### src/station_auth_assoc_table_top_defines.svh
// Assertion macros for the station table block.
// Included by RTL files that carry concurrent assertions; no other dependencies.
`ifndef STATION_AUTH_ASSOC_TABLE_TOP_DEFINES_SVH
`define STATION_AUTH_ASSOC_TABLE_TOP_DEFINES_SVH
`ifndef SYNTHESIS
`define SAT_ASSERT(label, clk, rst_n, prop, msg) \
    label: assert property (@(posedge clk) disable iff (!rst_n) (prop)) else $error(msg);
`define SAT_ASSERT_ALWAYS(label, clk, prop, msg) \
    label: assert property (@(posedge clk) (prop)) else $error(msg);
`else
`define SAT_ASSERT(label, clk, rst_n, prop, msg)
`define SAT_ASSERT_ALWAYS(label, clk, prop, msg)
`endif
`endif

### src/sat_pkg.sv
// Shared types and constants for the station table block.
// No dependencies; imported by every module of the block.
`default_nettype none
package sat_pkg;

    localparam int STATIONS  = 16;
    localparam int IDX_W     = (STATIONS > 1) ? $clog2(STATIONS) : 1;
    localparam logic [IDX_W-1:0] LAST_IDX = IDX_W'(STATIONS - 1);

    localparam int ADDR_W    = 48;
    localparam int SEQ_W     = 16;
    localparam int KIND_W    = 3;
    localparam int CFG_IDX_W = 2;
    localparam int MCAST_BIT = 40;

    localparam logic [SEQ_W-1:0] SEQ_ONE  = SEQ_W'(1);
    localparam logic [SEQ_W-1:0] SEQ_STEP = SEQ_W'(2);
    localparam logic [SEQ_W-1:0] SEQ_MAX  = '1;
    localparam logic [SEQ_W:0]   STEPS_TWO  = (SEQ_W + 1)'(2);
    localparam logic [SEQ_W:0]   STEPS_FOUR = (SEQ_W + 1)'(4);

    typedef enum logic [KIND_W-1:0] {
        K_AUTH, K_DEAUTH, K_ASSOC, K_REASSOC,
        K_DISASSOC, K_DATA_STA, K_DATA_UP, K_EXT_DISASSOC
    } t_kind;

    typedef enum logic [3:0] {
        A_NONE, A_AUTH_OK, A_AUTH_OOS, A_REJECT, A_ASSOC_RESP, A_REASSOC_RESP,
        A_DISTRIBUTE, A_UPPER, A_UPPER_DIST, A_SEND_DOWN, A_DROP
    } t_action;

    typedef enum logic [1:0] {N_NONE, N_ASSOC, N_DISASSOC} t_notify;

    typedef enum logic [1:0] {ST_NOAUTH, ST_AUTH, ST_ASSOC} t_status;

    typedef enum logic [CFG_IDX_W-1:0] {
        CFG_AUTH_FOUR_STEPS, CFG_CONNECTED_TO_UPPER
    } t_cfg_reg;

    typedef struct packed {
        logic [ADDR_W-1:0] addr;
        t_status           status;
        logic [SEQ_W-1:0]  exp_seq;
    } t_entry;

    typedef struct packed {
        logic   hit;
        logic   free_ok;
        t_entry entry;
    } t_lookup;

    typedef struct packed {
        t_action           action;
        t_notify           notify;
        logic [SEQ_W-1:0]  rseq;
        logic              rlast;
        logic              full;
        logic [ADDR_W-1:0] peer;
        logic              we;
        t_entry            wdata;
    } t_decision;

    typedef struct packed {
        logic             re;
        logic [IDX_W-1:0] raddr;
        logic             we;
        logic [IDX_W-1:0] waddr;
        t_entry           wdata;
    } t_mem_req;

endpackage
`default_nettype wire

### src/sat_decide.sv
// Decision logic: reply action, notification and entry update for one event.
// Depends on sat_pkg.
`default_nettype none
module sat_decide
    import sat_pkg::*;
(
    input  wire logic [KIND_W-1:0] i_kind,
    input  wire logic [ADDR_W-1:0] i_sta,
    input  wire logic [ADDR_W-1:0] i_tgt,
    input  wire logic [SEQ_W-1:0]  i_seq,
    input  wire logic              i_to_ds,
    input  wire logic              i_four_steps,
    input  wire logic              i_upper,
    input  wire t_lookup           i_lookup,
    output t_decision              o_dec
);

    always_comb begin
        t_status          st;
        logic [SEQ_W-1:0] exp_seq;
        logic [SEQ_W:0]   seq_inc;
        logic [SEQ_W:0]   steps;
        logic             mcast;
        logic             assoc;

        st      = i_lookup.entry.status;
        exp_seq = i_lookup.entry.exp_seq;
        seq_inc = {1'b0, i_seq} + (SEQ_W + 1)'(1);
        steps   = i_four_steps ? STEPS_FOUR : STEPS_TWO;
        mcast   = i_tgt[MCAST_BIT];
        assoc   = i_lookup.hit && (i_lookup.entry.status == ST_ASSOC);

        o_dec        = '0;
        o_dec.action = A_NONE;
        o_dec.notify = N_NONE;
        o_dec.wdata  = i_lookup.entry;
        o_dec.peer   = (i_kind >= K_DATA_STA) ? i_tgt : i_sta;

        unique case (t_kind'(i_kind))
            K_AUTH: begin
                if (!i_lookup.hit && !i_lookup.free_ok) begin
                    o_dec.action = A_DROP;
                    o_dec.full   = 1'b1;
                end else begin
                    if (!i_lookup.hit) begin
                        st      = ST_NOAUTH;
                        exp_seq = SEQ_ONE;
                    end
                    if (i_seq == SEQ_ONE) begin
                        if (st == ST_ASSOC) begin
                            o_dec.notify = N_DISASSOC;
                        end
                        st      = ST_NOAUTH;
                        exp_seq = SEQ_ONE;
                    end
                    if (i_seq != exp_seq) begin
                        o_dec.action = A_AUTH_OOS;
                        exp_seq      = SEQ_ONE;
                    end else begin
                        o_dec.action = A_AUTH_OK;
                        o_dec.rseq   = seq_inc[SEQ_W] ? SEQ_MAX : seq_inc[SEQ_W-1:0];
                        if (seq_inc == steps) begin
                            o_dec.rlast = 1'b1;
                            if (st == ST_ASSOC) begin
                                o_dec.notify = N_DISASSOC;
                            end
                            st = ST_AUTH;
                        end else begin
                            exp_seq = exp_seq + SEQ_STEP;
                        end
                    end
                    o_dec.we            = 1'b1;
                    o_dec.wdata.addr    = i_sta;
                    o_dec.wdata.status  = st;
                    o_dec.wdata.exp_seq = exp_seq;
                end
            end
            K_DEAUTH: begin
                if (i_lookup.hit) begin
                    if (assoc) begin
                        o_dec.notify = N_DISASSOC;
                    end
                    o_dec.we            = 1'b1;
                    o_dec.wdata.status  = ST_NOAUTH;
                    o_dec.wdata.exp_seq = SEQ_ONE;
                end
            end
            K_ASSOC, K_REASSOC: begin
                if (!i_lookup.hit || i_lookup.entry.status == ST_NOAUTH) begin
                    o_dec.action = A_REJECT;
                end else begin
                    if (i_kind == K_ASSOC && !assoc) begin
                        o_dec.notify = N_ASSOC;
                    end
                    o_dec.action       = (i_kind == K_ASSOC) ? A_ASSOC_RESP : A_REASSOC_RESP;
                    o_dec.we           = 1'b1;
                    o_dec.wdata.status = ST_ASSOC;
                end
            end
            K_DISASSOC: begin
                if (i_lookup.hit) begin
                    if (assoc) begin
                        o_dec.notify = N_DISASSOC;
                    end
                    o_dec.we           = 1'b1;
                    o_dec.wdata.status = ST_AUTH;
                end
            end
            K_DATA_STA: begin
                if (!i_to_ds) begin
                    o_dec.action = A_DROP;
                end else if (mcast) begin
                    o_dec.action = i_upper ? A_UPPER_DIST : A_DISTRIBUTE;
                end else if (!i_lookup.hit) begin
                    o_dec.action = i_upper ? A_UPPER : A_DROP;
                end else begin
                    o_dec.action = assoc ? A_DISTRIBUTE : A_DROP;
                end
            end
            K_DATA_UP: begin
                o_dec.action = (mcast || assoc) ? A_SEND_DOWN : A_DROP;
            end
            K_EXT_DISASSOC: begin
                if (i_lookup.hit) begin
                    o_dec.we           = 1'b1;
                    o_dec.wdata.status = ST_NOAUTH;
                end
            end
            default: begin
                o_dec.action = A_NONE;
            end
        endcase
    end

endmodule
`default_nettype wire

### src/sat_entry_mem.sv
// Station entry memory: one write port, one read port, registered read data.
// Depends on sat_pkg.
`default_nettype none
module sat_entry_mem
    import sat_pkg::*;
(
    input  wire logic     i_clk,
    input  wire t_mem_req i_req,
    output t_entry        o_rdata
);

    t_entry r_mem [STATIONS];
    t_entry r_rdata;

    always_ff @(posedge i_clk) begin
        if (i_req.we) begin
            r_mem[i_req.waddr] <= i_req.wdata;
        end
        if (i_req.re) begin
            r_rdata <= r_mem[i_req.raddr];
        end
    end

    assign o_rdata = r_rdata;

endmodule
`default_nettype wire

### src/sat_ctrl.sv
// Sequencer: table search, valid bits, configuration and result registers.
// Depends on sat_pkg, sat_decide and the assertion macro header.
`default_nettype none
`include "station_auth_assoc_table_top_defines.svh"
module sat_ctrl
    import sat_pkg::*;
(
    input  wire logic              i_clk,
    input  wire logic              i_rst_n,
    input  wire logic              i_start,
    output logic                   o_busy,
    input  wire logic [KIND_W-1:0] i_kind,
    input  wire logic [ADDR_W-1:0] i_station_address,
    input  wire logic [ADDR_W-1:0] i_target_address,
    input  wire logic [SEQ_W-1:0]  i_auth_seq,
    input  wire logic              i_to_ds,
    input  wire logic              i_cfg_valid,
    input  wire logic [CFG_IDX_W-1:0] i_cfg_index,
    input  wire logic              i_cfg_data,
    output t_mem_req               o_mem_req,
    input  wire t_entry            i_mem_rdata,
    output logic                   o_strobe,
    output logic [3:0]             o_action,
    output logic [1:0]             o_notify,
    output logic [SEQ_W-1:0]       o_response_seq,
    output logic                   o_response_last,
    output logic [ADDR_W-1:0]      o_peer_address,
    output logic                   o_table_full
);

    typedef enum logic [1:0] {S_IDLE, S_SCAN, S_UPDATE} t_state;

    t_state            r_state;
    logic [STATIONS-1:0] r_valid;
    logic [IDX_W-1:0]  r_idx;
    logic              r_issue_done;
    logic              r_chk;
    logic [IDX_W-1:0]  r_chk_idx;
    logic              r_hit;
    logic [IDX_W-1:0]  r_ent_idx;
    logic              r_free_ok;
    logic [IDX_W-1:0]  r_free_idx;
    t_entry            r_entry;
    logic              r_four_steps;
    logic              r_upper;
    logic [KIND_W-1:0] r_kind;
    logic [ADDR_W-1:0] r_sta;
    logic [ADDR_W-1:0] r_tgt;
    logic [SEQ_W-1:0]  r_seq;
    logic              r_to_ds;
    logic              r_strobe;
    t_action           r_action;
    t_notify           r_notify;
    logic [SEQ_W-1:0]  r_rseq;
    logic              r_rlast;
    logic [ADDR_W-1:0] r_peer;
    logic              r_full;

    logic [ADDR_W-1:0] w_key;
    logic              w_match;
    logic [IDX_W-1:0]  w_waddr;
    t_lookup           w_lookup;
    t_decision         w_dec;

    assign w_key    = (r_kind >= K_DATA_STA) ? r_tgt : r_sta;
    assign w_match  = r_chk && r_valid[r_chk_idx] && (i_mem_rdata.addr == w_key);
    assign w_waddr  = r_hit ? r_ent_idx : r_free_idx;
    assign w_lookup = '{hit: r_hit, free_ok: r_free_ok, entry: r_entry};

    sat_decide u_decide (
        .i_kind       (r_kind),
        .i_sta        (r_sta),
        .i_tgt        (r_tgt),
        .i_seq        (r_seq),
        .i_to_ds      (r_to_ds),
        .i_four_steps (r_four_steps),
        .i_upper      (r_upper),
        .i_lookup     (w_lookup),
        .o_dec        (w_dec)
    );

    always_comb begin
        o_mem_req       = '0;
        o_mem_req.re    = (r_state == S_SCAN) && !r_issue_done;
        o_mem_req.raddr = r_idx;
        o_mem_req.we    = (r_state == S_UPDATE) && w_dec.we;
        o_mem_req.waddr = w_waddr;
        o_mem_req.wdata = w_dec.wdata;
    end

    always_ff @(posedge i_clk) begin
        if (!i_rst_n) begin
            r_state      <= S_IDLE;
            r_valid      <= '0;
            r_strobe     <= 1'b0;
            r_four_steps <= 1'b1;
            r_upper      <= 1'b1;
            r_issue_done <= 1'b0;
            r_chk        <= 1'b0;
            r_hit        <= 1'b0;
            r_free_ok    <= 1'b0;
        end else begin
            r_strobe <= 1'b0;
            if (i_cfg_valid && i_cfg_index == CFG_AUTH_FOUR_STEPS) begin
                r_four_steps <= i_cfg_data;
            end
            if (i_cfg_valid && i_cfg_index == CFG_CONNECTED_TO_UPPER) begin
                r_upper <= i_cfg_data;
            end
            unique case (r_state)
                S_IDLE: begin
                    if (i_start) begin
                        r_kind       <= i_kind;
                        r_sta        <= i_station_address;
                        r_tgt        <= i_target_address;
                        r_seq        <= i_auth_seq;
                        r_to_ds      <= i_to_ds;
                        r_idx        <= '0;
                        r_issue_done <= 1'b0;
                        r_chk        <= 1'b0;
                        r_hit        <= 1'b0;
                        r_free_ok    <= 1'b0;
                        r_state      <= S_SCAN;
                    end
                end
                S_SCAN: begin
                    // issue one read a cycle, compare the previous one
                    if (!r_issue_done) begin
                        r_chk     <= 1'b1;
                        r_chk_idx <= r_idx;
                        if (!r_valid[r_idx] && !r_free_ok) begin
                            r_free_ok  <= 1'b1;
                            r_free_idx <= r_idx;
                        end
                        if (r_idx == LAST_IDX) begin
                            r_issue_done <= 1'b1;
                        end else begin
                            r_idx <= r_idx + IDX_W'(1);
                        end
                    end else begin
                        r_chk <= 1'b0;
                    end
                    if (w_match) begin
                        r_hit     <= 1'b1;
                        r_ent_idx <= r_chk_idx;
                        r_entry   <= i_mem_rdata;
                        r_state   <= S_UPDATE;
                    end else if (r_chk && r_chk_idx == LAST_IDX) begin
                        r_state <= S_UPDATE;
                    end
                end
                S_UPDATE: begin
                    if (w_dec.we) begin
                        r_valid[w_waddr] <= 1'b1;
                    end
                    r_action <= w_dec.action;
                    r_notify <= w_dec.notify;
                    r_rseq   <= w_dec.rseq;
                    r_rlast  <= w_dec.rlast;
                    r_peer   <= w_dec.peer;
                    r_full   <= w_dec.full;
                    r_strobe <= 1'b1;
                    r_state  <= S_IDLE;
                end
                default: begin
                    r_state <= S_IDLE;
                end
            endcase
        end
    end

    assign o_busy          = (r_state != S_IDLE);
    assign o_strobe        = r_strobe;
    assign o_action        = r_action;
    assign o_notify        = r_notify;
    assign o_response_seq  = r_rseq;
    assign o_response_last = r_rlast;
    assign o_peer_address  = r_peer;
    assign o_table_full    = r_full;

    `SAT_ASSERT(a_accept_goes_busy, i_clk, i_rst_n, (i_start && !o_busy) |=> o_busy, "accepted transaction did not start a search")
    `SAT_ASSERT_ALWAYS(a_result_when_idle, i_clk, r_strobe |-> (r_state == S_IDLE), "result strobe outside idle")
    `SAT_ASSERT(a_full_means_drop, i_clk, i_rst_n, (r_strobe && r_full) |-> (r_action == A_DROP), "table full without drop")
    `SAT_ASSERT(a_write_only_in_update, i_clk, i_rst_n, o_mem_req.we |-> ((r_state == S_UPDATE) && (r_hit || r_free_ok)), "entry write without a target entry")

endmodule
`default_nettype wire

### src/station_auth_assoc_table_top.sv
// Top level of the access-point station table.
// Depends on sat_pkg, sat_ctrl and sat_entry_mem.
//
// Channel   Direction  Handshake                  Payload
// command   in         start / busy               kind, station/target address, auth_seq, to_ds
// result    out        o_result_strobe (1 cycle)  action, notify, response seq/last, peer, full
// config    in         i_cfg_valid / o_cfg_ready  i_cfg_index, i_cfg_data
//
// An item's search ends at the first valid entry that matches its key, or after
// the last entry (STATIONS - 1) when it matches none; the search reads one entry
// a cycle through the single read port of the table memory, then updates.
// busy drops in the cycle that the result is shown, so a new item may start then.
// Reset is synchronous: all entries become free, both registers return to 1.
// The receiver takes each result in its strobe cycle and cannot stall.
`default_nettype none
module station_auth_assoc_table_top
    import sat_pkg::*;
(
    input  wire logic                 i_clk,
    input  wire logic                 i_rst_n,
    input  wire logic                 start,
    output logic                      busy,
    input  wire logic [KIND_W-1:0]    i_kind,
    input  wire logic [ADDR_W-1:0]    i_station_address,
    input  wire logic [ADDR_W-1:0]    i_target_address,
    input  wire logic [SEQ_W-1:0]     i_auth_seq,
    input  wire logic                 i_to_ds,
    output logic                      o_result_strobe,
    output logic [3:0]                o_action,
    output logic [1:0]                o_notify,
    output logic [SEQ_W-1:0]          o_response_seq,
    output logic                      o_response_last,
    output logic [ADDR_W-1:0]         o_peer_address,
    output logic                      o_table_full,
    input  wire logic                 i_cfg_valid,
    output logic                      o_cfg_ready,
    input  wire logic [CFG_IDX_W-1:0] i_cfg_index,
    input  wire logic                 i_cfg_data
);

    t_mem_req w_mem_req;
    t_entry   w_mem_rdata;

    assign o_cfg_ready = 1'b1;

    sat_entry_mem u_mem (
        .i_clk   (i_clk),
        .i_req   (w_mem_req),
        .o_rdata (w_mem_rdata)
    );

    sat_ctrl u_ctrl (
        .i_clk             (i_clk),
        .i_rst_n           (i_rst_n),
        .i_start           (start),
        .o_busy            (busy),
        .i_kind            (i_kind),
        .i_station_address (i_station_address),
        .i_target_address  (i_target_address),
        .i_auth_seq        (i_auth_seq),
        .i_to_ds           (i_to_ds),
        .i_cfg_valid       (i_cfg_valid),
        .i_cfg_index       (i_cfg_index),
        .i_cfg_data        (i_cfg_data),
        .o_mem_req         (w_mem_req),
        .i_mem_rdata       (w_mem_rdata),
        .o_strobe          (o_result_strobe),
        .o_action          (o_action),
        .o_notify          (o_notify),
        .o_response_seq    (o_response_seq),
        .o_response_last   (o_response_last),
        .o_peer_address    (o_peer_address),
        .o_table_full      (o_table_full)
    );

endmodule
`default_nettype wire
### config.mk
export PLATFORM = sky130hd
export DESIGN_NAME = station_auth_assoc_table_top
export DESIGN_NICKNAME = d
export VERILOG_FILES = /design/src/sat_pkg.sv /design/src/sat_decide.sv /design/src/sat_entry_mem.sv /design/src/sat_ctrl.sv /design/src/station_auth_assoc_table_top.sv
export VERILOG_INCLUDE_DIRS = /design/src /design/src/src
export SDC_FILE = /design/constraint.sdc
export NUM_CORES = 2
export LEC_CHECK = 0
export ABC_CLOCK_PERIOD_IN_PS = 17600
export BUFFER_PORTS_ARGS = -buffer_cell sky130_fd_sc_hd__clkbuf_2
export CAP_MARGIN = 20
export CORE_AREA = 2 2 311 344
export CTS_CLUSTER_SIZE = 30
export DETAILED_ROUTE_END_ITERATION = 6
export DIE_AREA = 0 0 313 346
export GPL_ROUTABILITY_DRIVEN = 0
export PLACE_DENSITY = 0.7
export SYNTH_ARGS = -nofsm -noshare
export SYNTH_HDL_FRONTEND = slang
export SYNTH_SLANG_ARGS = --single-unit
### constraint.sdc
create_clock -name i_clk -period 17.6 [get_ports i_clk]
set_input_delay 4.4 -clock i_clk [delete_from_list [all_inputs] [get_ports i_clk]]
set_output_delay 4.4 -clock i_clk [all_outputs]
set_load 0.02 [all_outputs]
# Yosys cells after proc, flatten, opt, wreduce, memory -nomap -nowiden
# Memories as Yosys holds them, arrays and structs flattened. A register that Yosys moved wholly into a read port is not among the register bits.
# Cells that the tools add are included.
# word_totals
register_bits,295
ramBits,1056
in_bits,123
out_inout_bits,75
wordCells,186
memories,1
# mem_list
memory,words,width,rd,rd_ports_with_merged_regs,wr,line,rtl
u_mem.r_mem,16,66,1,1,1,sat_entry_mem.sv:12,t_entry r_mem [STATIONS];
# op_classes
add_sub_neg,3
order_cmp,5
eq_ne,25
muxes,82
bitwise,3
reduce_logical,40
# op_table
operator,count
$mux 16,7
$mux 48,2
$mux 67,1
$eq 48x48->1,1
$mux 2,23
$mux 4,11
$mux 19,2
$pmux 16 s2,1
$mux 1,19
$mux 18,1
$add 16x1->17 const B,1
$eq 17x3->1,1
$add 16x2->16 const B,1
$eq 16x1->1 const B,1
$ne 16x16->1,1
$or 16x16->16,1
$pmux 4 s4,1
$lt 4x5->1 const B,3
$eq 3x3->1 const B,4
$logic_and 1x1->1,12
$reduce_and 3->1,4
$pmux 2 s5,1
$bmux 1 s4,2
$eq 2x2->1 const B,4
other kinds (28),53

# Depth between registers and ports, before layout
# logic_depth
ltp_word,14
depth_mapped,12
depth_no_buf,11

# Hierarchy
# A second synthesis with hierarchy kept.
# hier_totals
hier_cells,2863
hier_area_um2,55428.2
# modules_own_cells
module,n_inst,cells_per_inst,area_per_inst_um2,seq_area_each_um2
sat_entry_mem,1,1698,41459.8,33692.3
sat_ctrl,1,610,10725.3,8608.3
sat_decide,1,553,3231.8,0.0
station_auth_assoc_table_top,1,2,11.3,0.0

# Worst setup path before layout
# OpenSTA, ideal clock, no wires.
# synth_path
kind,input-to-reg
startpoint,input start
endpoint,"register u_ctrl.r_kind[0], enable pin"
setup_ns,0.760
arrival_time_ns,12.954
t_required_ns,16.840
path_slack_ns,3.887
cell_stages,2
path_buffers,0
cell_sequence,nand2_1 nor3b_1
# synth_between
elab_chain_len,1
# synth_lines
item,line,rtl
from (decl),station_auth_assoc_table_top.sv:21,"input wire logic start,"
$reduce_and 3->1 (no source line),n/a,
to (signal assigned),sat_ctrl.sv:113,r_kind <= i_kind;
to (decl),sat_ctrl.sv:46,logic [KIND_W-1:0] r_kind;
# No other way between the ends.
# A chain may end at the register's enable or synchronous reset.

# Final worst setup path
# layout_path
startpoint,input i_rst_n
endpoint,"register u_ctrl.r_tgt[14], enable pin"
# layout_between
elab_chain_len,1
# layout_lines
item,line,rtl
from (decl),station_auth_assoc_table_top.sv:20,"input wire logic i_rst_n,"
$reduce_and 3->1 (no source line),n/a,
to (signal assigned),sat_ctrl.sv:115,r_tgt <= i_target_address;
to (decl),sat_ctrl.sv:48,logic [ADDR_W-1:0] r_tgt;
# No other way between the ends.

==> impl_metrics.yaml <==
status:
  status: "finished, final reports clean"
final_layout:
  fillers: 7247
  multi_input_area_um2: 12400
  finalNonFillerCells: 4499
  syn_to_final_growth_pct: 13.80
  fin_nets: 3113
  drive_gt1_share_pct: 28.33
  seqCellArea_um2: 42300
  fin_area_um2: 62920
power_and_ir_drop:
  p_total_mw: 7.167
  combinationalPowerShare_pct: 5.0
  p_int_mw: 5.696
  p_sw_mw: 1.471
  seq_power_share_pct: 52.6
  peakVddDrop_mv: 0.1084
  p_sw_share_pct: 20.53
  powerDensity_nw_per_um2: 113.9
  clkPwrFrac_pct: 42.4
  p_leak_nw: 20.42
global_routing:
  grt_pass1_wl_um: 199100
  overflow: 0
  grt_start_max_net_pins: 74
  grt_pass1_vias: 28640
  antenna_found_initial: 3
  grt.total_usage_pct: 25.58
die:
  chipWidth_um: 313
  die_area_um2: 108300
  coreArea_um2: 104900
  start_util_pct: 52.69
  rows: 125
  pin_count: 198
  die_height_um: 346
timing:
  setup_violations: 0
  fin_worst_skew_ps: 30.92
  tightest_slew_ps: 1165
  finalCriticalPeriod_ps: 6182
  setup_tns_ps: 0
  finalMaxSlewViolations: 0
  fin_ws_ps: 11420
  hold_violations: 0
  fmax_ghz: 0.1617
  relSlewSlack_pct: 22.14
  period_share_pct: 35.13
  rsz0062_at_grt: "no"
synthesis:
  synth-main-ff-cell: "edfxtp_1"
  synthArstFlopShare_pct: 0
  synth_edf_count: 1392
  mappedNetlistArea_um2: 55300
  syn-instance-count: 2710
  ys_warn_count: 0
  yosysSeqAreaShare_pct: 76.50
  synth-seq-cells: 1417
  syn_avg_cell_area_um2: 20.40
  ys_types: 91
  synth_nets: 2837
worst_setup_path:
  cp_max_fo: 69
  r2r_setup_slack_ps: 11660
  crit_required_ps: 17960
  setup.worst_path.class: "in -> reg"
  ff2ff_path_depth: 9
  crit_path_start: "i_rst_n"
  r2r_start: "u_ctrl.r_kind[1]"
  arrival_ps: 6540
  reg2reg_to: "u_ctrl.r_entry[36]"
  worst_setup_path_end_kind: "flip-flop"
  startpoint_type: "primary input"
clock_network:
  clock_path_buffers: 3
  cts_setup_buffers: 0
  cts-root-buf: "clkbuf_16"
  cts.repair.resized: 0
  numCtsBuffers: 142
  hold_buffers: 0
  clkTransAtPathRegs_ps: 60
  clock-sinks: 1417
  h-tree-depth: 4
  clk_latency_ps: 750
  cts_tree: "done"
drt:
  via_count: 28730
  drt_iter0_markers: 4157
  via_per_inst: 6.386
  wl_um: 137600
  wl_per_cell_um: 30.59
  ant_nets: 0
  firstDrtPassIters: 6
  drc: 0
placed_design:
  placedInstanceArea_um2: 58180
  dp_cells: 4237
  dpl_worst_slack_ps: 10690
  numPortBuffers: 196
  hpwl_um: 76490
hold_path:
  hold_path_startpoint: "u_mem.o_rdata[16]"
  hold_path_depth: 0
  hold_end: "u_ctrl.r_entry[16]"
  hp-class: "reg -> reg"
job:
  drv_cap: 0
[worst max-delay path, stage by stage]
cell      delay [ps]
clkbuf_2         470
nor3b_2          330
buf_4            430
buf_4            760
[synthesized netlist by cell type, types with 8 or more instances]
library cell	count	area, um2
nand3_1	26	130.1
edfxtp_1	1392	41800
inv_1	58	217.7
nor3_1	16	80.08
nor2_1	50	187.7
mux2i_1	14	140.1
buf_1	29	108.9
nand2b_1	10	62.56
nand2_1	249	934.7
a31oi_1	8	50.05
xor2_1	19	166.4
a21oi_1	34	170.2
nor3b_1	11	82.58
mux2_2	16	180.2
dfxtp_1	25	500.5
xnor2_1	34	297.8
a21o_1	8	60.06
o21ai_0	49	245.2
and3_1	15	93.84
mux4_2	338	7612
nor2b_1	15	93.84
clkbuf_1	82	307.8
o22ai_1	16	100.1
nor4_1	13	81.33
o21a_1	18	135.1
buf_2	17	85.08
[layout make-up]
cell class              instances  share of cell area [%]
clock buffers                 185                   6.301
multi-input cells            1100                   19.71
well taps                    1397                   2.778
clock inverters                72                   1.201
diodes                          3                 0.01193
flip-flops and latches       1417                   67.22
repair buffers                267                   2.426
inverters                      58                  0.3460
[cells in the final DEF (no fill, tap or decap), drive strengths merged, types with 8 or more instances in the layout]
cell type / netlist / layout
edfxtp: 1392 / 1392
clkbuf: 83 / 381
mux4: 338 / 338
nand2: 249 / 249
buf: 52 / 71
inv: 58 / 62
o21ai: 52 / 52
nor2: 50 / 50
clkinv: 0 / 47
xnor2: 34 / 34
a21oi: 34 / 34
nand3: 27 / 27
dfxtp: 25 / 25
xor2: 19 / 19
o21a: 19 / 19
mux2: 18 / 18
nor3: 18 / 18
o22ai: 16 / 16
nor4: 16 / 16
bufinv: 0 / 15
mux2i: 15 / 15
and3: 15 / 15
nor2b: 15 / 15
nor3b: 11 / 11
nand2b: 10 / 10
a31oi: 8 / 8
a21o: 8 / 8
[power groups by stage]
| stage | combinational [mW] | sequential, mW | clock (mW) |
|---|---|---|---|
| after floorplan | 0.255 | 3.81 | 0 |
| after global placement | 0.352 | 3.84 | 0 |
| after detailed placement | 0.357 | 3.84 | 0 |
| after CTS | 0.360 | 3.77 | 3.08 |
| after global routing | 0.379 | 3.77 | 3.21 |
| final | 0.358 | 3.77 | 3.04 |
[worst max path at each step]
stage / slack [ps] / cells past startpoint / to
6_report: 11420 / 4 / u_ctrl.r_tgt[14]
5_1_grt: 11320 / 4 / u_ctrl.r_tgt[14]
4_1_cts: 11440 / 2 / busy
3_5_place_dp: 10690 / 4 / u_ctrl.r_sta[35]
3_3_place_gp: 10750 / 4 / u_ctrl.r_sta[35]
2_1_floorplan: 3890 / 2 / u_ctrl.r_kind[0]
[state kept, by name, indices dropped and copies added, names as in the netlist, 2 cells and up]
name and flops:
u_ctrl.r_ent_idx 4, u_ctrl.o_response_seq 16, u_ctrl.r_sta 48, u_ctrl.r_chk_idx 4
u_ctrl.r_kind 3, u_ctrl.r_tgt 48, u_ctrl.o_notify 2, u_ctrl.r_seq 16
u_ctrl.o_action 4, u_mem.r_mem 1056, u_mem.o_rdata 66, u_ctrl.r_valid 16
u_ctrl.r_idx 4, u_ctrl.r_entry 66, u_ctrl.o_peer_address 48, u_ctrl.r_free_idx 4
u_ctrl.r_state 2
[through the flow]
stage / hold WS [ps] / util, %
floorplan: 400.3 / -
global placement: 403.6 / 55.44
detailed placement: 404.5 / 55.44
CTS: 418.2 / 59.94
global route: 430.0 / 59.96
finish: 417.7 / 59.96
[routing by layer]
| layer | vias up | wire, um | global-route usage, % |
|---|---|---|---|
| li1 | 11640 | - | - |
| met1 | 15020 | 53410 | 37.06 |
| met2 | 1822 | 65490 | 39.90 |
| met3 | 246 | 15370 | 5.462 |
| met4 | 0 | 3367 | 7.021 |
| met5 | - | 0 | 0 |
[kinds of logic (layout without fill, tap and decap cells)]
| family | count (synthesis) | after routing | share of synthesized area (%) |
|---|---|---|---|
| DFF | 1417 | 1417 | 76.50 |
| xor gates and xnor gates | 53 | 53 | 0.8395 |
| other | 1 | 4 | 0.006782 |
| adders and majority gates | 4 | 4 | 0.09051 |
| AOI/OAI and AO/OA | 217 | 217 | 2.758 |
| and+or+nand+nor | 454 | 454 | 3.976 |
| buffers and inverters | 193 | 582 | 1.405 |
| muxes | 371 | 371 | 14.43 |
Note: power is estimated with default switching activity, not from simulation.
